<file path="src/hw/rtl/keyword_substitution_cipher_defines.svh">
// Assertion macros for the keyword substitution cipher.
// Used by the controller; expects clk_i and rst_ni in scope.
`ifndef KEYWORD_SUBSTITUTION_CIPHER_DEFINES_SVH
`define KEYWORD_SUBSTITUTION_CIPHER_DEFINES_SVH

// same-cycle implication
`define KWSC_ASSERT_NOW(lbl, ante, cons, msg) \
  lbl: assert property (@(posedge clk_i) disable iff (!rst_ni) (ante) |-> (cons)) \
    else $error(msg);

// next-cycle implication
`define KWSC_ASSERT_NEXT(lbl, ante, cons, msg) \
  lbl: assert property (@(posedge clk_i) disable iff (!rst_ni) (ante) |=> (cons)) \
    else $error(msg);

`endif

</file>
<file path="src/hw/rtl/kwsc_pkg.sv">
`timescale 1ns / 1ps
// Shared types and constants for the keyword substitution cipher.
// No dependencies; imported by the controller, datapath and top level.
package kwsc_pkg;

  localparam int unsigned IDX_W = 5;

  localparam logic [IDX_W-1:0] FIRST_IDX = 5'd0;
  localparam logic [IDX_W-1:0] LAST_IDX  = 5'd25;
  localparam logic [IDX_W-1:0] FILL_FULL = 5'd26;

  localparam logic [7:0] ASCII_UA = 8'h41;
  localparam logic [7:0] ASCII_UZ = 8'h5A;
  localparam logic [7:0] ASCII_LA = 8'h61;
  localparam logic [7:0] ASCII_LZ = 8'h7A;

  typedef enum logic [1:0] {
    FUNC_START  = 2'd0,
    FUNC_KEY    = 2'd1,
    FUNC_FINISH = 2'd2,
    FUNC_TEXT   = 2'd3
  } func_e;

  typedef struct packed {
    logic             clear_key;
    logic             add_key;
    logic             walk_add;
    logic             walk_rd;
    logic             text;
    logic             key_ready;
    logic [IDX_W-1:0] cnt;
  } cmd_t;

  typedef struct packed {
    logic fill_full;
  } stat_t;

endpackage

</file>
<file path="src/hw/rtl/kwsc_ctrl.sv">
`timescale 1ns / 1ps
// Controller for the keyword substitution cipher: sequences key start,
// finish walk and inverse build. Depends on kwsc_pkg and the defines header.
`include "keyword_substitution_cipher_defines.svh"
module kwsc_ctrl import kwsc_pkg::*; (
  input  logic       clk_i,
  input  logic       rst_ni,
  input  logic       start,
  input  logic [1:0] func_i,
  input  stat_t      stat_i,
  output logic       busy,
  output cmd_t       cmd_o
);

  typedef enum logic [3:0] {
    ST_IDLE  = 4'b0001,
    ST_FILL  = 4'b0010,
    ST_INV   = 4'b0100,
    ST_DRAIN = 4'b1000
  } state_e;

  state_e           state_q, state_d;
  logic [IDX_W-1:0] cnt_q, cnt_d;
  logic             ready_q, ready_d;
  logic             acc;
  func_e            func;

  assign busy = (state_q != ST_IDLE);
  assign acc  = start && !busy;
  assign func = func_e'(func_i);

  always_comb begin
    state_d = state_q;
    cnt_d   = cnt_q;
    ready_d = ready_q;
    cmd_o   = '0;
    cmd_o.cnt       = cnt_q;
    cmd_o.key_ready = ready_q;
    case (state_q)
      ST_IDLE: begin
        if (acc) begin
          case (func)
            FUNC_START: begin
              cmd_o.clear_key = 1'b1;
              ready_d         = 1'b0;
            end
            FUNC_KEY: begin
              cmd_o.add_key = !ready_q;
            end
            FUNC_FINISH: begin
              if (!ready_q) begin
                state_d = ST_FILL;
                cnt_d   = LAST_IDX;
              end
            end
            FUNC_TEXT: begin
              cmd_o.text = 1'b1;
            end
            default: begin
              cmd_o.text = 1'b0;
            end
          endcase
        end
      end
      ST_FILL: begin
        cmd_o.walk_add = 1'b1;
        if (stat_i.fill_full || cnt_q == FIRST_IDX) begin
          state_d = ST_INV;
          cnt_d   = FIRST_IDX;
        end else begin
          cnt_d = cnt_q - 1'b1;
        end
      end
      ST_INV: begin
        cmd_o.walk_rd = 1'b1;
        if (cnt_q == LAST_IDX) begin
          state_d = ST_DRAIN;
        end else begin
          cnt_d = cnt_q + 1'b1;
        end
      end
      ST_DRAIN: begin
        ready_d = 1'b1;
        state_d = ST_IDLE;
      end
      default: begin
        state_d = ST_IDLE;
      end
    endcase
  end

  always_ff @(posedge clk_i or negedge rst_ni) begin
    if (!rst_ni) begin
      state_q <= ST_IDLE;
      cnt_q   <= FIRST_IDX;
      ready_q <= 1'b0;
    end else begin
      state_q <= state_d;
      cnt_q   <= cnt_d;
      ready_q <= ready_d;
    end
  end

  `KWSC_ASSERT_NEXT(a_start_clears_ready, acc && func == FUNC_START, !ready_q,
                    "start transaction did not clear key ready")
  `KWSC_ASSERT_NEXT(a_inv_to_drain, state_q == ST_INV && cnt_q == LAST_IDX,
                    state_q == ST_DRAIN, "inverse walk did not end in drain")
  `KWSC_ASSERT_NEXT(a_drain_sets_ready, state_q == ST_DRAIN,
                    ready_q && state_q == ST_IDLE, "drain did not finish the key")
  `KWSC_ASSERT_NOW(a_inv_after_full, state_q == ST_INV, stat_i.fill_full,
                   "inverse build began on a partial cipher alphabet")

endmodule

</file>
<file path="src/hw/rtl/kwsc_dp.sv">
`timescale 1ns / 1ps
// Datapath for the keyword substitution cipher: used-letter marks, fill
// index, forward and inverse tables, result register. Depends on kwsc_pkg.
module kwsc_dp import kwsc_pkg::*; (
  input  logic       clk_i,
  input  logic       rst_ni,
  input  cmd_t       cmd_i,
  input  logic [7:0] data_byte_i,
  input  logic       cfg_valid_i,
  input  logic       cfg_decrypt_mode_i,
  output stat_t      stat_o,
  output logic       out_valid_o,
  output logic [7:0] out_byte_o,
  output logic       key_ready_o
);

  logic [25:0]      used_q, used_d;
  logic [IDX_W-1:0] fill_q, fill_d;
  logic             mode_q;

  logic [IDX_W-1:0] fwd_mem [26];
  logic [IDX_W-1:0] inv_mem [26];
  logic [IDX_W-1:0] fwd_rd_q, inv_rd_q;
  logic             inv_wr_q;
  logic [IDX_W-1:0] inv_j_q;

  logic             valid_q, letter_q, kr_q, sel_q;
  logic [7:0]       byte_q;

  logic             is_letter;
  logic [IDX_W-1:0] li;
  logic [7:0]       diff;
  logic             fill_full;
  logic             fwd_we;
  logic [IDX_W-1:0] fwd_wdata;
  logic [IDX_W-1:0] fwd_raddr;
  logic [IDX_W-1:0] m;

  always_comb begin
    diff      = 8'h00;
    is_letter = 1'b0;
    if (data_byte_i inside {[ASCII_UA:ASCII_UZ]}) begin
      diff      = data_byte_i - ASCII_UA;
      is_letter = 1'b1;
    end else if (data_byte_i inside {[ASCII_LA:ASCII_LZ]}) begin
      diff      = data_byte_i - ASCII_LA;
      is_letter = 1'b1;
    end
    li = diff[IDX_W-1:0];
  end

  assign fill_full        = (fill_q == FILL_FULL);
  assign stat_o.fill_full = fill_full;

  always_comb begin
    fwd_we    = 1'b0;
    fwd_wdata = li;
    if (cmd_i.add_key) begin
      fwd_we = is_letter && !used_q[li] && !fill_full;
    end else if (cmd_i.walk_add) begin
      fwd_we    = !used_q[cmd_i.cnt] && !fill_full;
      fwd_wdata = cmd_i.cnt;
    end
    used_d = used_q;
    fill_d = fill_q;
    if (cmd_i.clear_key) begin
      used_d = '0;
      fill_d = FIRST_IDX;
    end else if (fwd_we) begin
      used_d[fwd_wdata] = 1'b1;
      fill_d            = fill_q + 1'b1;
    end
    fwd_raddr = cmd_i.walk_rd ? cmd_i.cnt : li;
  end

  always_ff @(posedge clk_i or negedge rst_ni) begin
    if (!rst_ni) begin
      used_q   <= '0;
      fill_q   <= FIRST_IDX;
      mode_q   <= 1'b0;
      inv_wr_q <= 1'b0;
      valid_q  <= 1'b0;
    end else begin
      used_q   <= used_d;
      fill_q   <= fill_d;
      inv_wr_q <= cmd_i.walk_rd;
      valid_q  <= cmd_i.text;
      if (cfg_valid_i) begin
        mode_q <= cfg_decrypt_mode_i;
      end
    end
  end

  always_ff @(posedge clk_i) begin
    if (fwd_we) begin
      fwd_mem[fill_q] <= fwd_wdata;
    end
    if (cmd_i.walk_rd || cmd_i.text) begin
      fwd_rd_q <= fwd_mem[fwd_raddr];
    end
  end

  always_ff @(posedge clk_i) begin
    if (inv_wr_q) begin
      inv_mem[fwd_rd_q] <= inv_j_q;
    end
    if (cmd_i.text) begin
      inv_rd_q <= inv_mem[li];
    end
  end

  always_ff @(posedge clk_i) begin
    inv_j_q <= cmd_i.cnt;
    if (cmd_i.text) begin
      byte_q   <= data_byte_i;
      letter_q <= is_letter;
      kr_q     <= cmd_i.key_ready;
      sel_q    <= mode_q;
    end
  end

  assign m           = sel_q ? inv_rd_q : fwd_rd_q;
  assign out_valid_o = valid_q;
  assign out_byte_o  = (kr_q && letter_q) ? (ASCII_UA + 8'(m)) : byte_q;
  assign key_ready_o = kr_q;

endmodule

</file>
<file path="src/hw/rtl/keyword_substitution_cipher.sv">
`timescale 1ns / 1ps
// Top level of the keyword substitution cipher.
// Depends on kwsc_pkg, kwsc_ctrl and kwsc_dp.
//
//  channel  | handshake                 | payload
//  ---------+---------------------------+---------------------------------
//  command  | start, busy               | func_i, data_byte_i
//  result   | out_valid_o (one cycle)   | out_byte_o, key_ready_o
//  config   | cfg_valid_i, cfg_ready_o  | cfg_decrypt_mode_i
//
// Start, keyword and text transactions do not raise busy; a text result
// appears the cycle after its transaction, set by the registered table read.
// A finish transaction on a key that is not yet ready holds busy high through
// the fill walk, the inverse build (one forward-table read port) and the drain state.
// Reset clears the used-letter marks, fill index, key ready and mode.
// The receiver cannot stall; config writes are always taken.
module keyword_substitution_cipher import kwsc_pkg::*; (
  input  logic       clk_i,
  input  logic       rst_ni,
  input  logic       start,
  output logic       busy,
  input  logic [1:0] func_i,
  input  logic [7:0] data_byte_i,
  output logic       out_valid_o,
  output logic [7:0] out_byte_o,
  output logic       key_ready_o,
  input  logic       cfg_valid_i,
  output logic       cfg_ready_o,
  input  logic       cfg_decrypt_mode_i
);

  cmd_t  cmd;
  stat_t stat;

  assign cfg_ready_o = 1'b1;

  kwsc_ctrl u_ctrl (
    .clk_i  (clk_i),
    .rst_ni (rst_ni),
    .start  (start),
    .func_i (func_i),
    .stat_i (stat),
    .busy   (busy),
    .cmd_o  (cmd)
  );

  kwsc_dp u_dp (
    .clk_i              (clk_i),
    .rst_ni             (rst_ni),
    .cmd_i              (cmd),
    .data_byte_i        (data_byte_i),
    .cfg_valid_i        (cfg_valid_i),
    .cfg_decrypt_mode_i (cfg_decrypt_mode_i),
    .stat_o             (stat),
    .out_valid_o        (out_valid_o),
    .out_byte_o         (out_byte_o),
    .key_ready_o        (key_ready_o)
  );

endmodule

</file>
<file path="config.mk">
export PLATFORM = sky130hd
export DESIGN_NAME = keyword_substitution_cipher
export DESIGN_NICKNAME = d
export VERILOG_FILES = /design/src/hw/rtl/kwsc_pkg.sv /design/src/hw/rtl/kwsc_ctrl.sv /design/src/hw/rtl/kwsc_dp.sv /design/src/hw/rtl/keyword_substitution_cipher.sv
export VERILOG_INCLUDE_DIRS = /design/src /design/src/hw/rtl
export SDC_FILE = /design/constraint.sdc
export NUM_CORES = 1
export LEC_CHECK = 0
export ABC_CLOCK_PERIOD_IN_PS = 6700
export BUFFER_PORTS_ARGS = -buffer_cell sky130_fd_sc_hd__buf_4
export CAP_MARGIN = 20
export CELL_PAD_IN_SITES_DETAIL_PLACEMENT = 1
export CELL_PAD_IN_SITES_GLOBAL_PLACEMENT = 2
export CORE_UTILIZATION = 48
export DETAILED_ROUTE_END_ITERATION = 7
export GPL_TIMING_DRIVEN = 0
export PLACE_DENSITY = 0.83
export RECOVER_POWER = 100
export SLEW_MARGIN = 10
export SYNTH_ARGS = -nofsm -noshare
export SYNTH_HDL_FRONTEND = slang
export SYNTH_SLANG_ARGS = --single-unit
</file>
<file path="constraint.sdc">
create_clock -name clk_i -period 6.7 [get_ports clk_i]
set_input_delay 1.005 -clock clk_i [delete_from_list [all_inputs] [get_ports clk_i]]
set_output_delay 1.005 -clock clk_i [all_outputs]
set_load 0.01 [all_outputs]
</file>
# After elaboration in Yosys (flattened, before gate mapping)
# Memory sizes are Yosys's and may differ from the RTL's. A register that Yosys moved wholly into a read port is not among the register bits.
# Cells that the tools add are included.
# op_classes
addsub	6
magnitude_cmp	8
n_eq_ne	17
n_mux	49
n_bitwise	1
reduce_logical	23
# ops
operator	n
5-bit 2-to-1 mux	13
26-bit 2-to-1 mux	2
26-bit bitwise OR	1
1-bit 2-to-1 mux	20
4-bit 2-to-1 mux	5
5-bit by 6-bit less-than comparator with 1-bit output (second input constant)	3
8-bit by 7-bit >= comparator with 1-bit output (second input constant)	2
8-bit by 7-bit <= comparator with 1-bit output (second input constant)	2
5-bit one-hot mux with 3 select lines	1
5-bit by 1-bit subtractor with 5-bit output (second input constant)	3
4-bit one-hot mux with 3 select lines	1
5-bit by 1-bit adder with 5-bit output (second input constant)	2
1-bit binary-select mux with 5-bit select	2
5-bit == test (second input constant)	2
5-bit AND reduction	2
7-bit by 5-bit adder with 8-bit output (first input constant)	1
1-bit logical AND	8
8-bit 2-to-1 mux	1
2-bit != test (second input constant)	4
2-bit by 1-bit != test with 1-bit output (second input constant)	3
1-bit demux with 5-bit select	1
5-bit by 1-bit >= comparator with 1-bit output (second input constant)	1
1-bit zero test	5
5-bit zero test	1
14 further kinds	18
# totals
reg_bits	60
mem_bits_rw	260
input_bits	15
output_inout_bits	12
wordCells	119
mem_count	2
# mem_list
memory	words	word_bits	rd	rd_clocked_by_memory_dff	wr	line_no	source
u_dp.fwd_mem	26	5	1	1	1	kwsc_dp.sv:21	logic [IDX_W-1:0] fwd_mem [26];
u_dp.inv_mem	26	5	1	1	1	kwsc_dp.sv:22	logic [IDX_W-1:0] inv_mem [26];

# Longest topological paths before layout
# Gate-level depths: netlist of the first run.
# logic_depth
word_depth	13
ltp_mapped	16
depth_no_buf	11

# Modules after synthesis
# A second synthesis of the first run with hierarchy kept.
# unflattened
hier_cells	1158
hier_area_um2	14811.7
# modules_own_cells
module	n_inst	cells_per_inst	area_per_inst_um2	seq_area_each_um2
kwsc_dp	1	1087	14107.3	9389.0
kwsc_ctrl	1	69	693.2	251.5
keyword_substitution_cipher	1	2	11.3	0.0

# Least setup slack after synthesis of the first run
# Ideal clock, no wire load.
# synth_path
path_kind	input-to-reg
from	input port data_byte_i[0]
to	memory u_dp.fwd_mem[15][0], enable pin
setup_time_ps	374
arrival_time_ps	4159
t_required_ps	6326
path_slack_ps	2167
cell_stages	12
path_buffers	2
cell_sequence	buf_1 > inv_1 > clkbuf_1 > ha_1 > nor3b_4 > a21oi_1 > nand3_1 > mux2_2 > a221oi_1 > and4_1 > o21ai_1 > nor3_1
# synth_via
elab_chain_cells	12
elab_cells_between_ends	20
cone_classes	2 x add/sub; 4 x order compare; 9 x mux; 5 x reduce/logical
# synth_rtl
item	line_no	source
from (decl)	keyword_substitution_cipher.sv:23	input logic [7:0] data_byte_i,
8-bit by 7-bit >= comparator with 1-bit output / 8-bit by 7-bit <= comparator with 1-bit output (equally long branches)	kwsc_dp.sv:45	end else if (data_byte_i inside {[ASCII_LA:ASCII_LZ]}) begin
1-bit logical AND	kwsc_dp.sv:45	
5-bit 2-to-1 mux	kwsc_dp.sv:45	
5-bit 2-to-1 mux	kwsc_dp.sv:42	if (data_byte_i inside {[ASCII_UA:ASCII_UZ]}) begin
1-bit binary-select mux with 5-bit select	kwsc_dp.sv:59	fwd_we = is_letter && !used_q[li] && !fill_full;
1-bit 2-to-1 mux (not written as such)	kwsc_dp.sv:59	
1-bit zero test	kwsc_dp.sv:59	
1-bit logical AND * (2 in series)	kwsc_dp.sv:59	
1-bit 2-to-1 mux *	kwsc_dp.sv:58	if (cmd_i.add_key) begin
1-bit 2-to-1 mux *	kwsc_dp.sv:95	if (fwd_we) begin
1-bit 2-to-1 mux (not written as such) *	kwsc_dp.sv:96	fwd_mem[fill_q] <= fwd_wdata;
to (decl)	kwsc_dp.sv:21	
# Every way passes the cells marked *; elsewhere a longest branch is shown, timed or not. The select of a mux whose other input is x is not followed.

# Final worst setup path of the first run
# layout_path
from	input port data_byte_i[0]
to	register u_dp.inv_rd_q[1], read port of u_dp.inv_mem (data pin)
# layout_via
elab_chain_cells	4
elab_cells_between_ends	10
cone_classes	2 x add/sub; 4 x order compare; 2 x mux; 2 x reduce/logical
# layout_rtl
item	line_no	source
8-bit by 7-bit >= comparator with 1-bit output / 8-bit by 7-bit <= comparator with 1-bit output (equally long branches)	kwsc_dp.sv:45	
1-bit logical AND	kwsc_dp.sv:45	
5-bit 2-to-1 mux	kwsc_dp.sv:45	
5-bit 2-to-1 mux *	kwsc_dp.sv:42	
to (decl)	kwsc_dp.sv:23	logic [IDX_W-1:0] fwd_rd_q, inv_rd_q;
# Every way passes the cells marked *; elsewhere a longest branch is shown, timed or not.
# A chain may end at the register's enable or synchronous reset.

==> results of run 1 <==
[how the worst max path moves through the flow]
stage | from | endpoint | slack (ps) | cells past startpoint
2_1_floorplan | data_byte_i[0] | u_dp.fwd_mem[15][0] | 2170 | 12
3_3_place_gp | data_byte_i[0] | u_dp.used_q[15] | -360 | 12
3_5_place_dp | data_byte_i[0] | u_dp.fwd_mem[15][3] | 220 | 14
4_1_cts | data_byte_i[0] | u_dp.fwd_mem[15][3] | 750 | 14
5_1_grt | data_byte_i[0] | u_dp.fwd_mem[15][3] | 230 | 14
6_report | data_byte_i[0] | u_dp.inv_rd_q[1] | 560 | 15
[final cells by class]
class | count | area [µm²]
buffer | 72 | 330
fill | 3045 | 13400
clock inverter | 17 | 110
multi-input combinational | 723 | 4710
sequential | 330 | 9640
tap | 390 | 488
clock buffer | 51 | 1030
timing repair buffer | 31 | 146
inverter | 20 | 75.1
[metrics by stage]
stage | TNS (ps) | power (mW) | instances | setup slack [ps]
after floorplan | 0 | 2.57 | 1145 | 2170
after global placement | -3490 | 2.73 | 1560 | -363
after detailed placement | 0 | 2.75 | 1563 | 223
after CTS | 0 | 4.66 | 1631 | 745
after global routing | 0 | 4.75 | 1634 | 227
final | 0 | 4.63 | 1634 | 556
[report_power, final]
group	leakage, nW	switching, mW	internal, mW
sequential	3.17	0.0532	2.28
clock	0.556	0.813	1.12
combinational	2.21	0.262	0.102
total	5.93	1.13	3.50
[placed cells by master (no fill, tap or decap), types with 9 or more instances in the layout]
cell type	synthesis	routed
nand2_1	153	153
a2111oi_0	10	11
clkbuf_1	42	84
buf_2	18	12
a22oi_1	12	12
o21ai_0	33	34
nor2b_1	9	9
dfrtp_1	43	43
clkbuf_16	0	39
edfxtp_1	281	281
and3_1	32	32
nor3_1	24	24
a21oi_1	53	53
a211oi_1	34	35
inv_1	20	20
nand3_1	31	31
mux2i_1	63	63
nor4_1	10	10
nor2_1	55	55
ha_1	11	11
o22ai_1	11	11
o21a_1	16	16
[metal layers]
metal	part of all wire (%)	vias to the layer above	track usage (%)
met5	0.029	-	0
met3	7.0	90	4.41
met1	42	5191	39.5
met2	48	403	47.5
li1	-	4558	-
met4	3.1	2	9.08
[logic make-up (layout without fill, tap and decap cells)]
group                      count (synthesis)  count (layout)  share of synthesized area (%)
xor gates and xnor gates                   8               8                          0.474
other                                      1               1                         0.0254
AOI/OAI and AO/OA                        264             264                           12.8
muxes                                     79              79                           6.02
buffers and inverters                     92             191                           2.82
adders and majority gates                 11              11                          0.931
and+or+nand+nor                          360             360                           11.7
DFF                                      330             330                           65.2
[sequential cells by signal, indices dropped and copies added (netlist names), 4 cells and up]
| register | flops |
|---|---|
| u_dp.used_q | 26 |
| u_dp.fwd_rd_q | 5 |
| u_dp.byte_q | 8 |
| u_dp.inv_mem | 130 |
| u_dp.fwd_mem | 130 |
| u_ctrl.state_q | 4 |
| u_dp.inv_j_q | 5 |
| u_ctrl.cnt_q | 5 |
| u_dp.inv_rd_q | 5 |
| u_dp.fill_q | 5 |
==> flow_summary.ini, run 1 <==
[outcome]
status = finished, violations left
violations = max-capacitance violations, max-slew violations

[synthesis]
synth_flop_cell = edfxtp_1
syn_area_per_cell_um2 = 12.9
synth_area_um2 = 14800
synth_nets = 1171
yosys.area.top_type = edfxtp_1
ys_top_cells_by_area = edfxtp_1 57%, dfrtp_1 7.3%, mux2i_1 4.3%
synth_top_cell_area_share_pct = 57.1
synth_common_cells = 281 x edfxtp_1, 153 x nand2_1, 63 x mux2i_1, 55 x nor2_1, 53 x a21oi_1
synth_edf_count = 281
synth_cells = 1145
yosysMostFrequentCell = edfxtp_1
synth_cell_types = 78
ys_ff_latch = 330
yosysWarnings = 0
ys_seq_area_share_pct = 65.2
async_flop_share_pct = 13.3

[sta]
slew_headroom_pct = -75.4
fin_crit_sh_pct = 91.7
tightest_slew_ps = 2630
period_needed_ps = 6140
slew_viol_final = 56
hold_viol = 0
rsz0062_at_grt = no
max_freq_mhz = 163
whs_ps = 403
finClkSkew_ps = 25.2
finalSetupViolations = 0

[critical_path]
critPathArrivalTime_ps = 6390
ff2ff_path_depth = 7
endpoint_kind = flip-flop
worstSetupPathType = in2reg
cp_slowest_cell = clkbuf_1
crit_top_cell = clkbuf_1
cp.buffers_inverters = 7
crit_path_max_incr_delay_ps = 600
ff2ff_setup_slack_ps = 2450
path_delay_family = buffers and inverters
startpoint_type = input pin
worstPathCellList = clkbuf_1, clkbuf_1, inv_1, clkbuf_1, ha_1, nor3b_4, a21oi_1, nand3_1, clkbuf_1, clkbuf_1, clkbuf_1, nand2_1, a21oi_1, nor4_1, a211oi_1
timing.rr.end = u_dp.fwd_mem[15][3]
critPathRequiredTime_ps = 6940
worstPathMaxFanout = 11
r2r_start = u_ctrl.state_q[0]

[clock_tree]
cts.sinks = 330
cts_post_setup_buffers_inserted = 0
cts_root_buf = clkbuf_16
htreeDepth = 2
path_clk_slew_ps = 60
insertion_delay_ps = 530
cts_resized = 0
holdBufCountCts = 0
cts_buffer_depth = 3
cts_tree = done
cts_buffers = 37

[floorplan]
die_y_um = 177
pin_count = 27
num_rows = 63
coreArea_um2 = 30000
dieWidth_um = 177
dieArea_um2 = 31500
start_util_pct = 49.3

[routing]
routed_via_density = 6.27
drc = 0
wl_per_cell_um = 27.0
ant_nets = 0
vias = 10200
drt_wl_total_um = 44200
drtPass1Iterations = 5
drt-initial-drc-count = 1014

[grt]
grt_pass1_vias = 10700
grt_max_degree = 45
gr-total-overflow = 0
grt_pass1_wl_um = 66700
antenna_found_initial = 1
track_usage_pct = 28.9

[pwr]
cellLeakagePower_nw = 5.93
vdd_drop_max_uv = 197
power_density_nw_per_um2 = 280

[placement]
io_buffers = 25
hpwl_um = 30600
gp_congestion = 0.876
place_area_um2 = 15500

[min_path]
worstHoldPathCells = 0
min_to = u_dp.inv_j_q[4]
hold_path_class = reg2reg
hp-start = u_ctrl.cnt_q[4]

[cells_and_area]
syn_to_final_growth_pct = 11.9
stdcell_area_um2 = 16500
drive_gt1_share_pct = 8.44
utilization_pct = 55.2
antennaDiodeCount = 0
fin_nets = 1241

[job]
cap_violations = 3
No activity file was read; power rests on OpenSTA's default activity.
==> run 2: changes to the inputs <==
- PLACE_DENSITY: 0.83 -> default
- PLACE_DENSITY_LB_ADDON: default -> 0.15
- SLEW_MARGIN: 10 -> default
==> run 2 against run 1 <==
Against the previous run:
- the run still ends with max-capacitance violations, max-slew violations left
- wire length is 0.79% higher
- sequential cell count stayed put
- utilization is 0.20 points higher
- total power is 2.0% higher
- clock power is 5% higher
- worst hold slack worse by 18 ps
- register-to-register slack better by 100 ps
- critical path depth stayed put
- critical endpoint is now u_dp.inv_rd_q[0]
- largest cell class unchanged
==> flow_summary.ini, run 2 (synthesis results as in run 1) <==
[outcome]
status = finished, violations left
violations = max-capacitance violations, max-slew violations

[clock_tree]
insertion_delay_ps = 530
cts_tree = done
cts_root_buf = clkbuf_16
cts_resized = 0
cts_post_setup_buffers_inserted = 0
cts_buffer_depth = 3
holdBufCountCts = 0
cts_buffers = 37
cts.sinks = 330
path_clk_slew_ps = 60
htreeDepth = 2

[min_path]
worstHoldPathCells = 0
hp-start = u_ctrl.cnt_q[4]
min_to = u_dp.inv_j_q[4]
hold_path_class = reg2reg

[floorplan]
dieWidth_um = 177
num_rows = 63
pin_count = 27
start_util_pct = 49.3
dieArea_um2 = 31500
die_y_um = 177
coreArea_um2 = 30000

[grt]
gr-total-overflow = 0
grt_pass1_wl_um = 66100
antenna_found_initial = 1
grt_max_degree = 45
grt_pass1_vias = 10600
track_usage_pct = 28.7

[critical_path]
critPathRequiredTime_ps = 6950
worstSetupPathType = in2reg
r2r_start = u_ctrl.state_q[0]
endpoint_kind = flip-flop
worstPathMaxFanout = 11
ff2ff_setup_slack_ps = 2550
startpoint_type = input pin
startpoint = data_byte_i[0]
timing.rr.end = u_dp.fwd_mem[15][1]
ff2ff_path_depth = 7
critPathArrivalTime_ps = 6450

[cells_and_area]
stdcell_area_um2 = 16600
reg_top3 = u_dp.fwd_mem x130, u_dp.inv_mem x130, u_dp.used_q x26
syn_to_final_growth_pct = 12.3
multiInputGateArea_um2 = 4700
layout_common_cells = 281 x edfxtp_1, 153 x nand2_1, 75 x clkbuf_1
utilization_pct = 55.4
fin_nets = 1240
final-instance-count-excl-fill = 1630
antennaDiodeCount = 0
final_common_cell = edfxtp_1
fillers = 3065
register_area_um2 = 9640
drive_gt1_share_pct = 8.95

[pwr]
vdd_drop_max_uv = 218
cellLeakagePower_nw = 5.97
seqPwrFrac_pct = 49.6
switchingPower_mw = 1.14
intPower_mw = 3.58
total_power_mw = 4.73
p_comb_share_pct = 7.6
switching_share_pct = 24.2
power_density_nw_per_um2 = 285
clkPwrFrac_pct = 42.8

[placement]
io_buffers = 25
dp_slack_ps = 155
gp_congestion = 0.860
hpwl_um = 30700
dp.cells = 1563
place_area_um2 = 15500

[sta]
max_freq_mhz = 161
finalSetupViolations = 0
tns_ps = 0
slew_viol_final = 45
slew_headroom_pct = -73.4
whs_ps = 385
hold_viol = 0
tightest_slew_ps = 2600
setup_slack_ps = 501
fin_crit_sh_pct = 92.5
finClkSkew_ps = 23.7
rsz0062_at_grt = no
period_needed_ps = 6200

[routing]
drt_wl_total_um = 44500
drtPass1Iterations = 5
routed_via_density = 6.31
wl_per_cell_um = 27.3
drc = 0
ant_nets = 0
drt-initial-drc-count = 1095
vias = 10300

[job]
cap_violations = 2
-- run 2: worst max path at each step --
stage | slack, ps | cells past startpoint | endpoint
after floorplan | 2170 | 12 | u_dp.fwd_mem[15][0]
after global placement | -420 | 12 | u_dp.used_q[15]
after detailed placement | 150 | 14 | u_dp.fwd_mem[15][2]
after CTS | 670 | 14 | u_dp.fwd_mem[15][1]
after global routing | 300 | 14 | u_dp.fwd_mem[15][0]
final | 500 | 15 | u_dp.inv_rd_q[0]
-- run 2: critical path, stage by stage --
cell and delay [ps]:
clkbuf_1 150, clkbuf_1 290, inv_1 370, clkbuf_1 670, ha_1 410, nor3b_4 420, a21oi_1 190, nand3_1 360
clkbuf_1 550, clkbuf_1 550, clkbuf_1 520, nand2_1 120, a21oi_1 190, nor4_1 80, a211oi_1 560
-- run 2: layout make-up --
class                   instances  share of cell area (%)
well taps                     390                    2.94
repair buffers                 30                   0.890
flip-flops and latches        330                    58.1
clock inverters                23                    1.45
multi-input cells             723                    28.3
inverters                      20                   0.453
clock buffers                  42                    5.82
plain buffers                  72                    1.99
-- run 2: power groups by stage --
stage	clock [mW]	sequential, mW	combinational [mW]
floorplan	0	2.35	0.215
global placement	0	2.38	0.353
detailed placement	0	2.38	0.363
CTS	2.04	2.34	0.366
global route	2.11	2.34	0.384
finish	2.02	2.34	0.360
-- run 2: routing by layer --
layer	part of all wire (%)	vias to the layer above	wire length [µm]	global-route usage, %
met1	43	5275	19100	40.5
met2	49	379	21700	47.4
li1	-	4553	-	-
met3	5.9	75	2650	3.23
met4	2.3	0	1010	7.26
met5	0	-	0	0
